$ cat src/svlm_pkg.sv
`default_nettype none
package svlm_pkg;

  // field and state widths
  localparam int SAMPLE_W = 16;
  localparam int SUM_W    = 27;
  localparam int COUNT_W  = 13;
  localparam int AVG_W    = 12;
  localparam int LEVEL_W  = 8;
  localparam int SHIFT_W  = 4;
  localparam int ROOT_W   = 32;

  // default buffer length cap
  localparam int MAX_PAIRS_DEF = 4096;

  // largest count the counter can hold
  localparam int COUNT_LIMIT = (1 << COUNT_W) - 1;

  // iteration counts of the divide and root units
  localparam int DIV_STEPS  = SUM_W;
  localparam int ROOT_STEPS = ROOT_W / 2;
  localparam int STEP_W     = $clog2(DIV_STEPS);
  localparam int RIDX_W     = $clog2(ROOT_STEPS);

  // configuration register reset values
  localparam logic [LEVEL_W-1:0] HOLD_TIME_RST   = 8'd50;
  localparam logic [LEVEL_W-1:0] LEVEL_MAX_RST   = 8'd79;
  localparam logic [SHIFT_W-1:0] SCALE_SHIFT_RST = 4'd3;

  // configuration register indexes
  localparam int CFG_ADDR_W = 2;
  localparam logic [CFG_ADDR_W-1:0] CFG_HOLD_TIME   = 2'd0;
  localparam logic [CFG_ADDR_W-1:0] CFG_LEVEL_MAX   = 2'd1;
  localparam logic [CFG_ADDR_W-1:0] CFG_SCALE_SHIFT = 2'd2;

  typedef enum logic [2:0] {
    ST_ACC,
    ST_LOAD,
    ST_DIV,
    ST_RLOAD,
    ST_ROOT,
    ST_SMOOTH,
    ST_PEAK
  } state_e;

  typedef struct packed {
    logic [LEVEL_W-1:0] hold_time;
    logic [LEVEL_W-1:0] level_max;
    logic [SHIFT_W-1:0] scale_shift;
  } cfg_t;

  typedef struct packed {
    logic              acc;
    logic              load;
    logic              div_step;
    logic              root_load;
    logic              root_step;
    logic [RIDX_W-1:0] root_idx;
    logic              smooth;
    logic              emit;
  } cmd_t;

  typedef struct packed {
    logic out_valid;
  } status_t;

endpackage
`default_nettype wire

$ cat src/svlm_ctrl.sv
`default_nettype none
module svlm_ctrl (
  input  wire logic             clk_i,
  input  wire logic             rst_ni,
  input  wire logic             in_valid_i,
  input  wire logic             in_last_i,
  output logic                  in_ready_o,
  input  wire logic             out_ready_i,
  output svlm_pkg::status_t     status_o,
  output svlm_pkg::cmd_t        cmd_o
);

  svlm_pkg::state_e state_q, state_d;
  logic [svlm_pkg::STEP_W-1:0] cnt_q, cnt_d;
  logic out_valid_q, out_valid_d;

  // state, step counter and output valid
  always_ff @(posedge clk_i or negedge rst_ni) begin
    if (!rst_ni) begin
      state_q     <= svlm_pkg::ST_ACC;
      cnt_q       <= '0;
      out_valid_q <= 1'b0;
    end else begin
      state_q     <= state_d;
      cnt_q       <= cnt_d;
      out_valid_q <= out_valid_d;
    end
  end

  // next state and commands
  always_comb begin
    state_d    = state_q;
    cnt_d      = cnt_q;
    in_ready_o = 1'b0;
    cmd_o      = '0;
    cmd_o.root_idx = cnt_q[svlm_pkg::RIDX_W-1:0];
    unique case (state_q)
      svlm_pkg::ST_ACC: begin
        in_ready_o = 1'b1;
        if (in_valid_i) begin
          cmd_o.acc = 1'b1;
          if (in_last_i) state_d = svlm_pkg::ST_LOAD;
        end
      end
      svlm_pkg::ST_LOAD: begin
        cmd_o.load = 1'b1;
        cnt_d      = '0;
        state_d    = svlm_pkg::ST_DIV;
      end
      svlm_pkg::ST_DIV: begin
        cmd_o.div_step = 1'b1;
        if (cnt_q == svlm_pkg::STEP_W'(svlm_pkg::DIV_STEPS - 1)) begin
          cnt_d   = '0;
          state_d = svlm_pkg::ST_RLOAD;
        end else begin
          cnt_d = cnt_q + 1'b1;
        end
      end
      svlm_pkg::ST_RLOAD: begin
        cmd_o.root_load = 1'b1;
        state_d         = svlm_pkg::ST_ROOT;
      end
      svlm_pkg::ST_ROOT: begin
        cmd_o.root_step = 1'b1;
        if (cnt_q == svlm_pkg::STEP_W'(svlm_pkg::ROOT_STEPS - 1)) begin
          cnt_d   = '0;
          state_d = svlm_pkg::ST_SMOOTH;
        end else begin
          cnt_d = cnt_q + 1'b1;
        end
      end
      svlm_pkg::ST_SMOOTH: begin
        cmd_o.smooth = 1'b1;
        state_d      = svlm_pkg::ST_PEAK;
      end
      svlm_pkg::ST_PEAK: begin
        // wait for the output register to free up
        if (!out_valid_q || out_ready_i) begin
          cmd_o.emit = 1'b1;
          state_d    = svlm_pkg::ST_ACC;
        end
      end
      default: state_d = svlm_pkg::ST_ACC;
    endcase
  end

  // output beat pending flag
  always_comb begin
    out_valid_d = out_valid_q;
    if (out_ready_i) out_valid_d = 1'b0;
    if (cmd_o.emit)  out_valid_d = 1'b1;
  end

  assign status_o.out_valid = out_valid_q;

endmodule
`default_nettype wire

$ cat src/svlm_dp.sv
`default_nettype none
module svlm_dp #(
  parameter int MAX_PAIRS = svlm_pkg::MAX_PAIRS_DEF
) (
  input  wire logic                                clk_i,
  input  wire logic                                rst_ni,
  input  wire svlm_pkg::cmd_t                      cmd_i,
  input  wire svlm_pkg::cfg_t                      cfg_i,
  input  wire logic signed [svlm_pkg::SAMPLE_W-1:0] left_i,
  input  wire logic signed [svlm_pkg::SAMPLE_W-1:0] right_i,
  output logic [4*svlm_pkg::LEVEL_W-1:0]           out_data_o
);

  localparam int SW  = svlm_pkg::SUM_W;
  localparam int CW  = svlm_pkg::COUNT_W;
  localparam int AW  = svlm_pkg::AVG_W;
  localparam int LW  = svlm_pkg::LEVEL_W;
  localparam int RW  = svlm_pkg::ROOT_W;
  localparam int DW  = CW + 1;
  localparam int CAP_INT = (MAX_PAIRS > svlm_pkg::COUNT_LIMIT) ? svlm_pkg::COUNT_LIMIT
                                                                : MAX_PAIRS;
  localparam logic [CW-1:0] CAP     = CW'(CAP_INT);
  localparam logic [SW-1:0] SUM_MAX = {SW{1'b1}};

  // accumulator state
  logic [SW-1:0] sum_l_q, sum_l_d, sum_r_q, sum_r_d;
  logic [CW-1:0] count_q, count_d;
  logic [AW-1:0] avg_l_q, avg_l_d, avg_r_q, avg_r_d;
  logic [LW-1:0] pk_l_q, pk_l_d, tm_l_q, tm_l_d;
  logic [LW-1:0] pk_r_q, pk_r_d, tm_r_q, tm_r_d;

  // divide and root working registers
  logic [DW-1:0] dsr_q, dsr_d;
  logic [SW-1:0] dvd_l_q, dvd_l_d, dvd_r_q, dvd_r_d;
  logic [DW-1:0] rem_l_q, rem_l_d, rem_r_q, rem_r_d;
  logic [RW-1:0] x_l_q, x_l_d, x_r_q, x_r_d;
  logic [RW-1:0] rt_l_q, rt_l_d, rt_r_q, rt_r_d;
  logic [4*LW-1:0] out_q, out_d;

  // squared sample, top part
  function automatic logic [15:0] square_part(input logic [15:0] v);
    logic [15:0] mag;
    logic [31:0] sq;
    mag = v[15] ? 16'(~v + 16'd1) : v;
    sq  = mag * mag;
    return 16'(sq[31:16]);
  endfunction

  // saturating sum
  function automatic logic [SW-1:0] sat_add(input logic [SW-1:0] a, input logic [15:0] b);
    logic [SW:0] s;
    s = {1'b0, a} + (SW+1)'(b);
    return (s > {1'b0, SUM_MAX}) ? SUM_MAX : s[SW-1:0];
  endfunction

  // one restoring divide step, quotient bit enters at the bottom
  function automatic logic [SW+DW-1:0] div_step(input logic [SW-1:0] dvd,
                                                input logic [DW-1:0] rem,
                                                input logic [DW-1:0] dsr);
    logic [DW:0]   rs;
    logic          ge;
    logic [DW-1:0] nr;
    rs = {rem, dvd[SW-1]};
    ge = (rs >= {1'b0, dsr});
    nr = ge ? DW'(rs - {1'b0, dsr}) : rs[DW-1:0];
    return {dvd[SW-2:0], ge, nr};
  endfunction

  // one digit of the bitwise square root
  function automatic logic [2*RW-1:0] root_step(input logic [RW-1:0] x,
                                                input logic [RW-1:0] r,
                                                input logic [svlm_pkg::RIDX_W-1:0] idx);
    logic [RW-1:0] bitv;
    logic [RW:0]   t;
    logic [4:0]    sh;
    sh   = 5'(RW - 2) - {idx, 1'b0};
    bitv = RW'(1) << sh;
    t    = {1'b0, r} + {1'b0, bitv};
    if ({1'b0, x} >= t) begin
      return {RW'(x - t[RW-1:0]), RW'((r >> 1) + bitv)};
    end else begin
      return {x, RW'(r >> 1)};
    end
  endfunction

  // avg += (rms - avg) / 2, toward zero
  function automatic logic [AW-1:0] smooth(input logic [AW-1:0] avg,
                                           input logic [15:0] rms);
    logic signed [17:0] d, h, a;
    d = $signed({2'b00, rms}) - $signed({6'b0, avg});
    h = (d + $signed({17'b0, d[17]})) >>> 1;
    a = $signed({6'b0, avg}) + h;
    return a[AW-1:0];
  endfunction

  // bar length from smoothed level
  function automatic logic [LW-1:0] bar_of(input logic [AW-1:0] avg,
                                           input svlm_pkg::cfg_t cfg);
    logic [AW-1:0] v;
    v = avg >> cfg.scale_shift;
    return (v > {4'b0, cfg.level_max}) ? cfg.level_max : v[LW-1:0];
  endfunction

  logic [LW-1:0] bar_l, bar_r;
  logic [SW+DW-1:0] dv_l, dv_r;
  logic [2*RW-1:0]  rs_l, rs_r;

  assign bar_l = bar_of(avg_l_q, cfg_i);
  assign bar_r = bar_of(avg_r_q, cfg_i);
  assign dv_l  = div_step(dvd_l_q, rem_l_q, dsr_q);
  assign dv_r  = div_step(dvd_r_q, rem_r_q, dsr_q);
  assign rs_l  = root_step(x_l_q, rt_l_q, cmd_i.root_idx);
  assign rs_r  = root_step(x_r_q, rt_r_q, cmd_i.root_idx);

  // accumulate, clear, smooth and peak hold
  always_comb begin
    sum_l_d = sum_l_q;
    sum_r_d = sum_r_q;
    count_d = count_q;
    avg_l_d = avg_l_q;
    avg_r_d = avg_r_q;
    pk_l_d  = pk_l_q;
    tm_l_d  = tm_l_q;
    pk_r_d  = pk_r_q;
    tm_r_d  = tm_r_q;
    if (cmd_i.acc) begin
      sum_l_d = sat_add(sum_l_q, square_part(left_i));
      sum_r_d = sat_add(sum_r_q, square_part(right_i));
      if (count_q < CAP) count_d = count_q + 1'b1;
    end
    if (cmd_i.load) begin
      sum_l_d = '0;
      sum_r_d = '0;
      count_d = '0;
    end
    if (cmd_i.smooth) begin
      avg_l_d = smooth(avg_l_q, rt_l_q[15:0]);
      avg_r_d = smooth(avg_r_q, rt_r_q[15:0]);
    end
    if (cmd_i.emit) begin
      if (bar_l > pk_l_q) begin
        pk_l_d = bar_l;
        tm_l_d = cfg_i.hold_time;
      end else if (tm_l_q != '0) begin
        tm_l_d = tm_l_q - 1'b1;
      end else if (pk_l_q != '0) begin
        pk_l_d = pk_l_q - 1'b1;
      end
      if (bar_r > pk_r_q) begin
        pk_r_d = bar_r;
        tm_r_d = cfg_i.hold_time;
      end else if (tm_r_q != '0) begin
        tm_r_d = tm_r_q - 1'b1;
      end else if (pk_r_q != '0) begin
        pk_r_d = pk_r_q - 1'b1;
      end
    end
  end

  always_ff @(posedge clk_i or negedge rst_ni) begin
    if (!rst_ni) begin
      sum_l_q <= '0;
      sum_r_q <= '0;
      count_q <= '0;
      avg_l_q <= '0;
      avg_r_q <= '0;
      pk_l_q  <= '0;
      tm_l_q  <= '0;
      pk_r_q  <= '0;
      tm_r_q  <= '0;
    end else begin
      sum_l_q <= sum_l_d;
      sum_r_q <= sum_r_d;
      count_q <= count_d;
      avg_l_q <= avg_l_d;
      avg_r_q <= avg_r_d;
      pk_l_q  <= pk_l_d;
      tm_l_q  <= tm_l_d;
      pk_r_q  <= pk_r_d;
      tm_r_q  <= tm_r_d;
    end
  end

  // divide and root units, output register
  always_comb begin
    dsr_d   = dsr_q;
    dvd_l_d = dvd_l_q;
    dvd_r_d = dvd_r_q;
    rem_l_d = rem_l_q;
    rem_r_d = rem_r_q;
    x_l_d   = x_l_q;
    x_r_d   = x_r_q;
    rt_l_d  = rt_l_q;
    rt_r_d  = rt_r_q;
    out_d   = out_q;
    if (cmd_i.load) begin
      dsr_d   = {count_q, 1'b0};
      dvd_l_d = sum_l_q;
      dvd_r_d = sum_r_q;
      rem_l_d = '0;
      rem_r_d = '0;
    end
    if (cmd_i.div_step) begin
      {dvd_l_d, rem_l_d} = dv_l;
      {dvd_r_d, rem_r_d} = dv_r;
    end
    if (cmd_i.root_load) begin
      // quotient shifted up by eight, kept to 32 bits
      x_l_d  = {dvd_l_q[RW-9:0], 8'h00};
      x_r_d  = {dvd_r_q[RW-9:0], 8'h00};
      rt_l_d = '0;
      rt_r_d = '0;
    end
    if (cmd_i.root_step) begin
      {x_l_d, rt_l_d} = rs_l;
      {x_r_d, rt_r_d} = rs_r;
    end
    if (cmd_i.emit) begin
      out_d = {pk_r_d, pk_l_d, bar_r, bar_l};
    end
  end

  always_ff @(posedge clk_i) begin
    dsr_q   <= dsr_d;
    dvd_l_q <= dvd_l_d;
    dvd_r_q <= dvd_r_d;
    rem_l_q <= rem_l_d;
    rem_r_q <= rem_r_d;
    x_l_q   <= x_l_d;
    x_r_q   <= x_r_d;
    rt_l_q  <= rt_l_d;
    rt_r_q  <= rt_r_d;
    out_q   <= out_d;
  end

  assign out_data_o = out_q;

endmodule
`default_nettype wire

$ cat src/stereo_vu_level_meter.sv
`default_nettype none
// sequence: a last pair starts the load, 27 divide steps, root load, 16 root steps, smooth and
// peak states, and the peak state registers the result beat
// throughput: one pair per cycle while accumulating; input is held off during the divide,
// root and peak sequence of each buffer, longer while an earlier result beat waits
// reset: asynchronous active low, clears sums, count, averages, peaks, timers and
// restores the configuration registers to their defaults
module stereo_vu_level_meter #(
  parameter int MAX_PAIRS = svlm_pkg::MAX_PAIRS_DEF
) (
  input  wire logic                              clk_i,
  input  wire logic                              rst_ni,
  input  wire logic                              s_axis_tvalid,
  output logic                                   s_axis_tready,
  // left_sample [15:0], right_sample [31:16]
  input  wire logic [2*svlm_pkg::SAMPLE_W-1:0]   s_axis_tdata,
  // last_pair
  input  wire logic                              s_axis_tlast,
  output logic                                   m_axis_tvalid,
  input  wire logic                              m_axis_tready,
  // left_bar [7:0], right_bar [15:8], left_peak [23:16], right_peak [31:24]
  output logic [4*svlm_pkg::LEVEL_W-1:0]         m_axis_tdata,
  input  wire logic                              cfg_valid_i,
  output logic                                   cfg_ready_o,
  input  wire logic [svlm_pkg::CFG_ADDR_W-1:0]   cfg_addr_i,
  input  wire logic [svlm_pkg::LEVEL_W-1:0]      cfg_data_i
);

  svlm_pkg::cfg_t    cfg_q, cfg_d;
  svlm_pkg::cmd_t    cmd;
  svlm_pkg::status_t status;

  // configuration register writes
  assign cfg_ready_o = 1'b1;

  always_comb begin
    cfg_d = cfg_q;
    if (cfg_valid_i) begin
      unique case (cfg_addr_i)
        svlm_pkg::CFG_HOLD_TIME:   cfg_d.hold_time   = cfg_data_i;
        svlm_pkg::CFG_LEVEL_MAX:   cfg_d.level_max   = cfg_data_i;
        svlm_pkg::CFG_SCALE_SHIFT: cfg_d.scale_shift = cfg_data_i[svlm_pkg::SHIFT_W-1:0];
        default: cfg_d = cfg_q;
      endcase
    end
  end

  always_ff @(posedge clk_i or negedge rst_ni) begin
    if (!rst_ni) begin
      cfg_q.hold_time   <= svlm_pkg::HOLD_TIME_RST;
      cfg_q.level_max   <= svlm_pkg::LEVEL_MAX_RST;
      cfg_q.scale_shift <= svlm_pkg::SCALE_SHIFT_RST;
    end else begin
      cfg_q <= cfg_d;
    end
  end

  // sequencer
  svlm_ctrl u_ctrl (
    .clk_i       (clk_i),
    .rst_ni      (rst_ni),
    .in_valid_i  (s_axis_tvalid),
    .in_last_i   (s_axis_tlast),
    .in_ready_o  (s_axis_tready),
    .out_ready_i (m_axis_tready),
    .status_o    (status),
    .cmd_o       (cmd)
  );

  // arithmetic
  svlm_dp #(
    .MAX_PAIRS (MAX_PAIRS)
  ) u_dp (
    .clk_i      (clk_i),
    .rst_ni     (rst_ni),
    .cmd_i      (cmd),
    .cfg_i      (cfg_q),
    .left_i     (s_axis_tdata[svlm_pkg::SAMPLE_W-1:0]),
    .right_i    (s_axis_tdata[2*svlm_pkg::SAMPLE_W-1:svlm_pkg::SAMPLE_W]),
    .out_data_o (m_axis_tdata)
  );

  assign m_axis_tvalid = status.out_valid;

endmodule
`default_nettype wire
$ cat config.mk
export PLATFORM = sky130hd
export DESIGN_NAME = stereo_vu_level_meter
export DESIGN_NICKNAME = d
export VERILOG_FILES = /design/src/svlm_pkg.sv /design/src/svlm_ctrl.sv /design/src/svlm_dp.sv /design/src/stereo_vu_level_meter.sv
export SDC_FILE = /design/constraint.sdc
export NUM_CORES = 2
export LEC_CHECK = 0
export BUFFER_PORTS_ARGS = -buffer_cell sky130_fd_sc_hd__buf_2
export CELL_PAD_IN_SITES_DETAIL_PLACEMENT = 1
export CELL_PAD_IN_SITES_GLOBAL_PLACEMENT = 1
export CORE_ASPECT_RATIO = 0.7
export CORE_MARGIN = 10
export CORE_UTILIZATION = 51
export CTS_BUF_LIST = sky130_fd_sc_hd__clkbuf_16
export CTS_CLUSTER_SIZE = 12
export DETAILED_ROUTE_END_ITERATION = 6
export HOLD_SLACK_MARGIN = 0.12
export PLACE_DENSITY_LB_ADDON = 0.1
export SLEW_MARGIN = 20
export SYNTH_ARGS = -nofsm -noshare
export SYNTH_HDL_FRONTEND = slang
export SYNTH_SLANG_ARGS = --single-unit
$ cat constraint.sdc
create_clock -name clk_i -period 7.7 [get_ports clk_i]
set_input_delay 0.77 -clock clk_i [delete_from_list [all_inputs] [get_ports clk_i]]
set_output_delay 0.77 -clock clk_i [all_outputs]
set_load 0.005 [all_outputs]
After elaboration in Yosys (flattened, before gate mapping):

Index checks and enable logic that the tools add are counted.

* register bits: 407
* input bits: 48
* output and inout bits: 35
* logic and storage cells: 174

* add/sub/neg operators: 25
* $mul: 2
* $lt $le $gt $ge: 11
* eq/ne operators: 17
* shift operators: 3
* multiplexer cells: 64
* bitwise gates (word level): 2
* reduce and logical (&&, ||, !) cells: 25

Operators with widths (number)
* $mux W27: 10
* $mux W32: 7
* $mux W64: 2
* $mux W8: 14
* $mux W14: 5
* $add A32 B32 Y33: 2
* $ge A32 B33 Y1: 2
* $add A31 B32 Y32: 2
* $mul A16 B16 Y32: 2
* $sub A32 B32 Y32: 2
* $add A27 B16 Y28: 2
* $gt A28 B27 Y1 const B: 2
* $mux W13: 3
* $sub A16 B12 Y17: 2
* $add A16 B1 Y16 const B: 2
* $mux W16: 2
* $not A16 Y16: 2
* $reduce_bool A8 Y1: 4
* $shl A1 B5 Y32 const A: 1
* $sub A8 B1 Y8 const B: 4
* $ge A15 B14 Y1: 2
* $sub A14 B14 Y14: 2
* $add A13 B2 Y13: 2
* $add A12 B12 Y12: 2
* other kinds (29): 69

Depth between registers and ports, before layout:

* word-level depth: 9
* depth in mapped cells: 42
* gate-level depth less buffers: 41

Modules after synthesis:

A second synthesis with hierarchy kept.

* cell total of the unflattened synthesis: 4885
* area, all modules: 44883.0 sq um

Modules (own cells, without submodules)
* svlm_dp: times used 1, cells each 4777, area an instance 43501.7 sq um, seq. area each 10735.3 sq um
* stereo_vu_level_meter: times used 1, cells each 45, area an instance 787.0 sq um, seq. area each 513.0 sq um
* svlm_ctrl: times used 1, cells each 63, area an instance 594.3 sq um, seq. area each 225.2 sq um

Worst setup path before layout:

Ideal clock, no wire load.

* path type: input port to flip-flop
* start point: input port s_axis_tdata[0] in the netlist's numbering
* end point: register u_dp.sum_l_q[24]
* setup time: 136 ps
* arrival: 9988 ps
* required time: 7564 ps
* slack: -2424 ps
* cell stages on the path: 37
* path buffers: 2
* path through: inv_2 clkbuf_1 ha_1 nand2_1 or3_1 o41ai_1 xor2_1 clkinv_1 nand2_1 fa_1 fa_1 inv_1 fa_1 fa_1 fa_1 inv_1 fa_1 inv_1 ha_1 a21oi_1 o21ai_0 a221o_1 a21oi_1 a21bo_2 o211a_1 o21a_1 o21ai_0 o31a_1 ha_1 a21o_1 or3_1 or3_1 a31oi_1 nor3b_1 clkbuf_1 and4b_1 nor3_1

* longest elaborated chain between the ends: 9

Ends and longest elaborated chain
* start: declaration: RTL line stereo_vu_level_meter.sv:16 `input wire logic [2*svlm_pkg::SAMPLE_W-1:0] s_axis_tdata,`
* $not A16 Y16: RTL line svlm_dp.sv:44 `mag = v[15] ? 16'(~v + 16'd1) : v;`
* $add A16 B1 Y16: RTL line svlm_dp.sv:44
* $mux W16 (*): RTL line svlm_dp.sv:44
* $mul A16 B16 Y32 (*): RTL line svlm_dp.sv:45 `sq = mag * mag;`
* $add A27 B16 Y28 (*): RTL line svlm_dp.sv:52 `s = {1'b0, a} + (SW+1)'(b);`
* $gt A28 B27 Y1: RTL line svlm_dp.sv:53 `return (s > {1'b0, SUM_MAX}) ? SUM_MAX : s[SW-1:0];`
* $mux W27 (*): RTL line svlm_dp.sv:53
* $mux W27 (*): RTL line svlm_dp.sv:126 `if (cmd_i.acc) begin`
* $mux W27 (*): RTL line svlm_dp.sv:131 `if (cmd_i.load) begin`
* end signal: assignment: RTL line svlm_dp.sv:172 `sum_l_q <= sum_l_d;`
* end: declaration: RTL line svlm_dp.sv:26 `logic [SW-1:0] sum_l_q, sum_l_d, sum_r_q, sum_r_d;`

Mark *: on every way between the ends. The rest lies on a longest branch, timed or not. The select of a mux whose other input is x is not followed.
A chain may end at the register's enable or synchronous reset.

Worst setup path after layout:

* start point: input port s_axis_tdata[18] in the netlist's numbering
* end point: register u_dp.sum_r_q[21]

* longest elaborated chain between the ends: 9

Ends and longest elaborated chain
* $not A16 Y16: RTL line svlm_dp.sv:44
* $add A16 B1 Y16: RTL line svlm_dp.sv:44
* $mux W16 (*): RTL line svlm_dp.sv:44
* $mul A16 B16 Y32 (*): RTL line svlm_dp.sv:45
* $add A27 B16 Y28 (*): RTL line svlm_dp.sv:52
* $gt A28 B27 Y1: RTL line svlm_dp.sv:53
* $mux W27 (*): RTL line svlm_dp.sv:53
* $mux W27 (*): RTL line svlm_dp.sv:126
* $mux W27 (*): RTL line svlm_dp.sv:131
* end signal: assignment: RTL line svlm_dp.sv:173 `sum_r_q <= sum_r_d;`
* end: declaration: RTL line svlm_dp.sv:26

Marked as above.

==> metrics.cfg <==
[clock_network]
cts_tree=built
clkLatencyLatePin_ns=0.62
cts.htree.levels=2
cts_sinks=407
clockBufferDepth=3
clk_pin_slew_ns=0.07
cts-buffers-inserted=48
clock-root-buffer=clkbuf_16

[timing]
period_share=1.36
setup_viol=54
layout_min_cycle_time_ns=10.45
worst_slack_ns=-2.75
skew_ns=0.0419
timing.slew.headroom=0.290
finalHoldViolCount=0
worst_pin_slew_ns=1.05
max_freq_mhz=95.7
maxSlewViolCount=0
rsz0062_at_grt=yes
finalSetupTns_ns=-121.45

[setup_path]
cp-start-kind=primary input
crit_top_cell=fa_1
path_class=in -> reg
cp_slowest_cell=fa_1
critPathMaxFanout=4
cpPeakStageDelay_ns=0.57
crit_required_ns=8.15
critPathArrivalTime_ns=10.90
worst-path-buf-inv=11
cpLargestDelayFamily=adder cells
end_kind=flop

[yosys]
ys_ff_latch=407
synth-edff-count=255
async_flop_share=0.373
synthesis.area_um2=44700
synth-seq-area-share=0.257
synth_top_flop_cell=edfxtp_1
synth.distinct_cells=100
syn_area_per_cell_um2=8.97
yosysWarnings=0
synth_cells=4979

[route]
drt_wl_total_um=172000
drt_iter0_markers=3961
drc=0
ant_nets=0
wl_per_cell_um=25.6
vias_per_cell=6.23
dr.pass1.iters=6
vias=41885

[worst_hold_path]
hold_path.class=in -> reg

[layout]
fin_util=0.621
final_area_um2=53700
fin_nets=6400
drive_gt1_frac=0.195
fill_cells=9833
fin_cells=6725
syn2layout_area_growth_pct=20.2

[global_routing]
antenna_found_initial=0
grtUsageTotal=0.300
grt_max_degree=93
grt_pass1_wl_um=243000
grt_pass1_vias=43479
grt-ovfl-total=0

[placement]
dp_hpwl_um=111000
postPlaceCellArea_um2=49900
port_buffers=81
place_inst=6542
place.gp.congestion=0.915

[floorplan]
num_io_pins=83
die_width_um=374
row_count=90
start_util=0.517
dieArea_um2=100000
core_area_um2=86500
die_h_um=268

[run_status]
violations=negative setup slack
status=finished, violations left

[run]
max_cap_viol_count=0

-- synthesized netlist by cell type (all sizes together) (43+ instances only) --
| master | instances | area [um^2] |
|---|---|---|
| inv | 612 | 2300 |
| nand2 | 609 | 2290 |
| ha | 483 | 6040 |
| nor2 | 405 | 1530 |
| fa | 334 | 6690 |
| a21oi | 274 | 1390 |
| edfxtp | 255 | 7660 |
| o21ai | 250 | 1270 |
| xnor2 | 181 | 1610 |
| xor2 | 157 | 1380 |
| dfrtp | 142 | 3550 |
| nand3 | 110 | 551 |
| clkbuf | 109 | 409 |
| a21o | 84 | 631 |
| a31oi | 75 | 469 |
| nor3 | 70 | 350 |
| nor2b | 56 | 350 |
| a211oi | 49 | 373 |
| mux2i | 49 | 490 |
| o31ai | 47 | 363 |
| and3 | 46 | 288 |
| nand4 | 46 | 288 |
| o21a | 43 | 323 |
-- per-stage QoR --
step	setup slack, ns	hold slack, ns
5_1_grt	-2.82	0.457
3_3_place_gp	-2.19	0.468
3_5_place_dp	-2.72	0.485
6_report	-2.75	0.462
4_1_cts	-1.61	0.430
2_1_floorplan	-1.87	0.447
-- worst reg2reg max path, cell delays in order, from the launching register on --
cell,delay (ns)
dfstp_2,1.02
mux2i_1,0.33
nor2_1,0.06
a21oi_1,0.31
o22ai_1,0.20
ha_1,0.32
nor2b_1,0.13
o21a_1,0.16
o21a_1,0.15
o21ai_0,0.16
nand2b_1,0.08
a221o_1,0.32
a21oi_2,0.44
mux2_2,0.50
ha_1,0.32
nor2b_1,0.15
o21a_1,0.14
o21a_1,0.12
o21a_1,0.11
o21bai_1,0.06
a22oi_1,0.70
o21bai_1,0.42
nor2_1,0.24
a22oi_1,0.24
nand2_1,0.14
-- per-layer routing --
layer  up-vias  track usage  routed length, um
met5         -            0                  0
met4         0       0.0903               9450
met3       718       0.0536              14000
met2      2127        0.490              77500
met1     20851        0.406              70900
li1      18189            -                  -
-- cells in the final DEF, fill, tap and decap left out, types with 150 or more instances in the layout --
cell type	netlist	routed
a21oi_1	268	239
buf_4	6	500
edfxtp_1	255	255
fa_1	334	315
ha_1	483	457
inv_1	606	592
nand2_1	609	579
nor2_1	403	374
o21ai_0	234	195
xnor2_1	179	167
xor2_1	157	150
-- sequential cells by signal, indices dropped and copies added (netlist names), 14 cells and up --
signal	cells
cfg_q	20
u_dp.dvd_l_q	27
u_dp.dvd_r_q	27
u_dp.out_data_o	32
u_dp.rem_l_q	14
u_dp.rem_r_q	14
u_dp.rt_l_q	32
u_dp.rt_r_q	32
u_dp.sum_l_q	27
u_dp.sum_r_q	27
u_dp.x_l_q	32
u_dp.x_r_q	32
-- timing repair --
item / CTS / global route
hold endpoints to repair: 9 / 0
hold buffers: 1 / 0
gates resized for setup: 197 / 159
cloned: 1 / 0
setup endpoints to repair: 54 / 54
pin swaps: 142 / 116
setup buffers: 58 / 42
-- kinds of logic (layout without fill, tap and decap cells) --
| group | after synthesis | in the layout | share of synthesized area |
|---|---|---|---|
| AND/OR/NAND/NOR | 1533 | 1533 | 0.156 |
| XOR/XNOR | 339 | 339 | 0.0673 |
| adder cells (fa/ha/maj) | 817 | 817 | 0.285 |
| buffers and inverters | 761 | 1335 | 0.0651 |
| other | 2 | 24 | 0.000168 |
| multiplexers | 85 | 85 | 0.0201 |
| AO/OA/AOI/OAI | 1035 | 1035 | 0.150 |
| flip-flops | 407 | 407 | 0.257 |
-- cell type report --
cell class,instances,area (um^2),share of cell area
multi-input cells,3832,32100,0.598
flip-flops and latches,407,11500,0.214
repair buffers,623,4750,0.0885
inverters,623,2370,0.0442
well taps,1150,1440,0.0268
clock buffers,50,1250,0.0233
clock inverters,39,269,0.00501
diodes,1,2.50,0.0000466
-- final timing paths --
path,startpoint,endpoint,slack [ns],cells after the start
max,s_axis_tdata[18],u_dp.sum_r_q[21],-2.75,45
min in group asynchronous,rst_ni,u_dp.sum_r_q[26],0.74,2
max reg2reg,cfg_q[1],u_dp.out_data_o[27],0.57,24
min reg2reg,u_dp.count_q[5],u_dp.dsr_q[6],0.48,0
max in group asynchronous,rst_ni,u_dp.avg_r_q[2],5.63,3
min,cfg_data_i[1],cfg_q[5],0.46,2
Power is left out: the tool's default activity adds up to more than one toggle a clock period on the data nets, which glitch-free logic cannot reach.
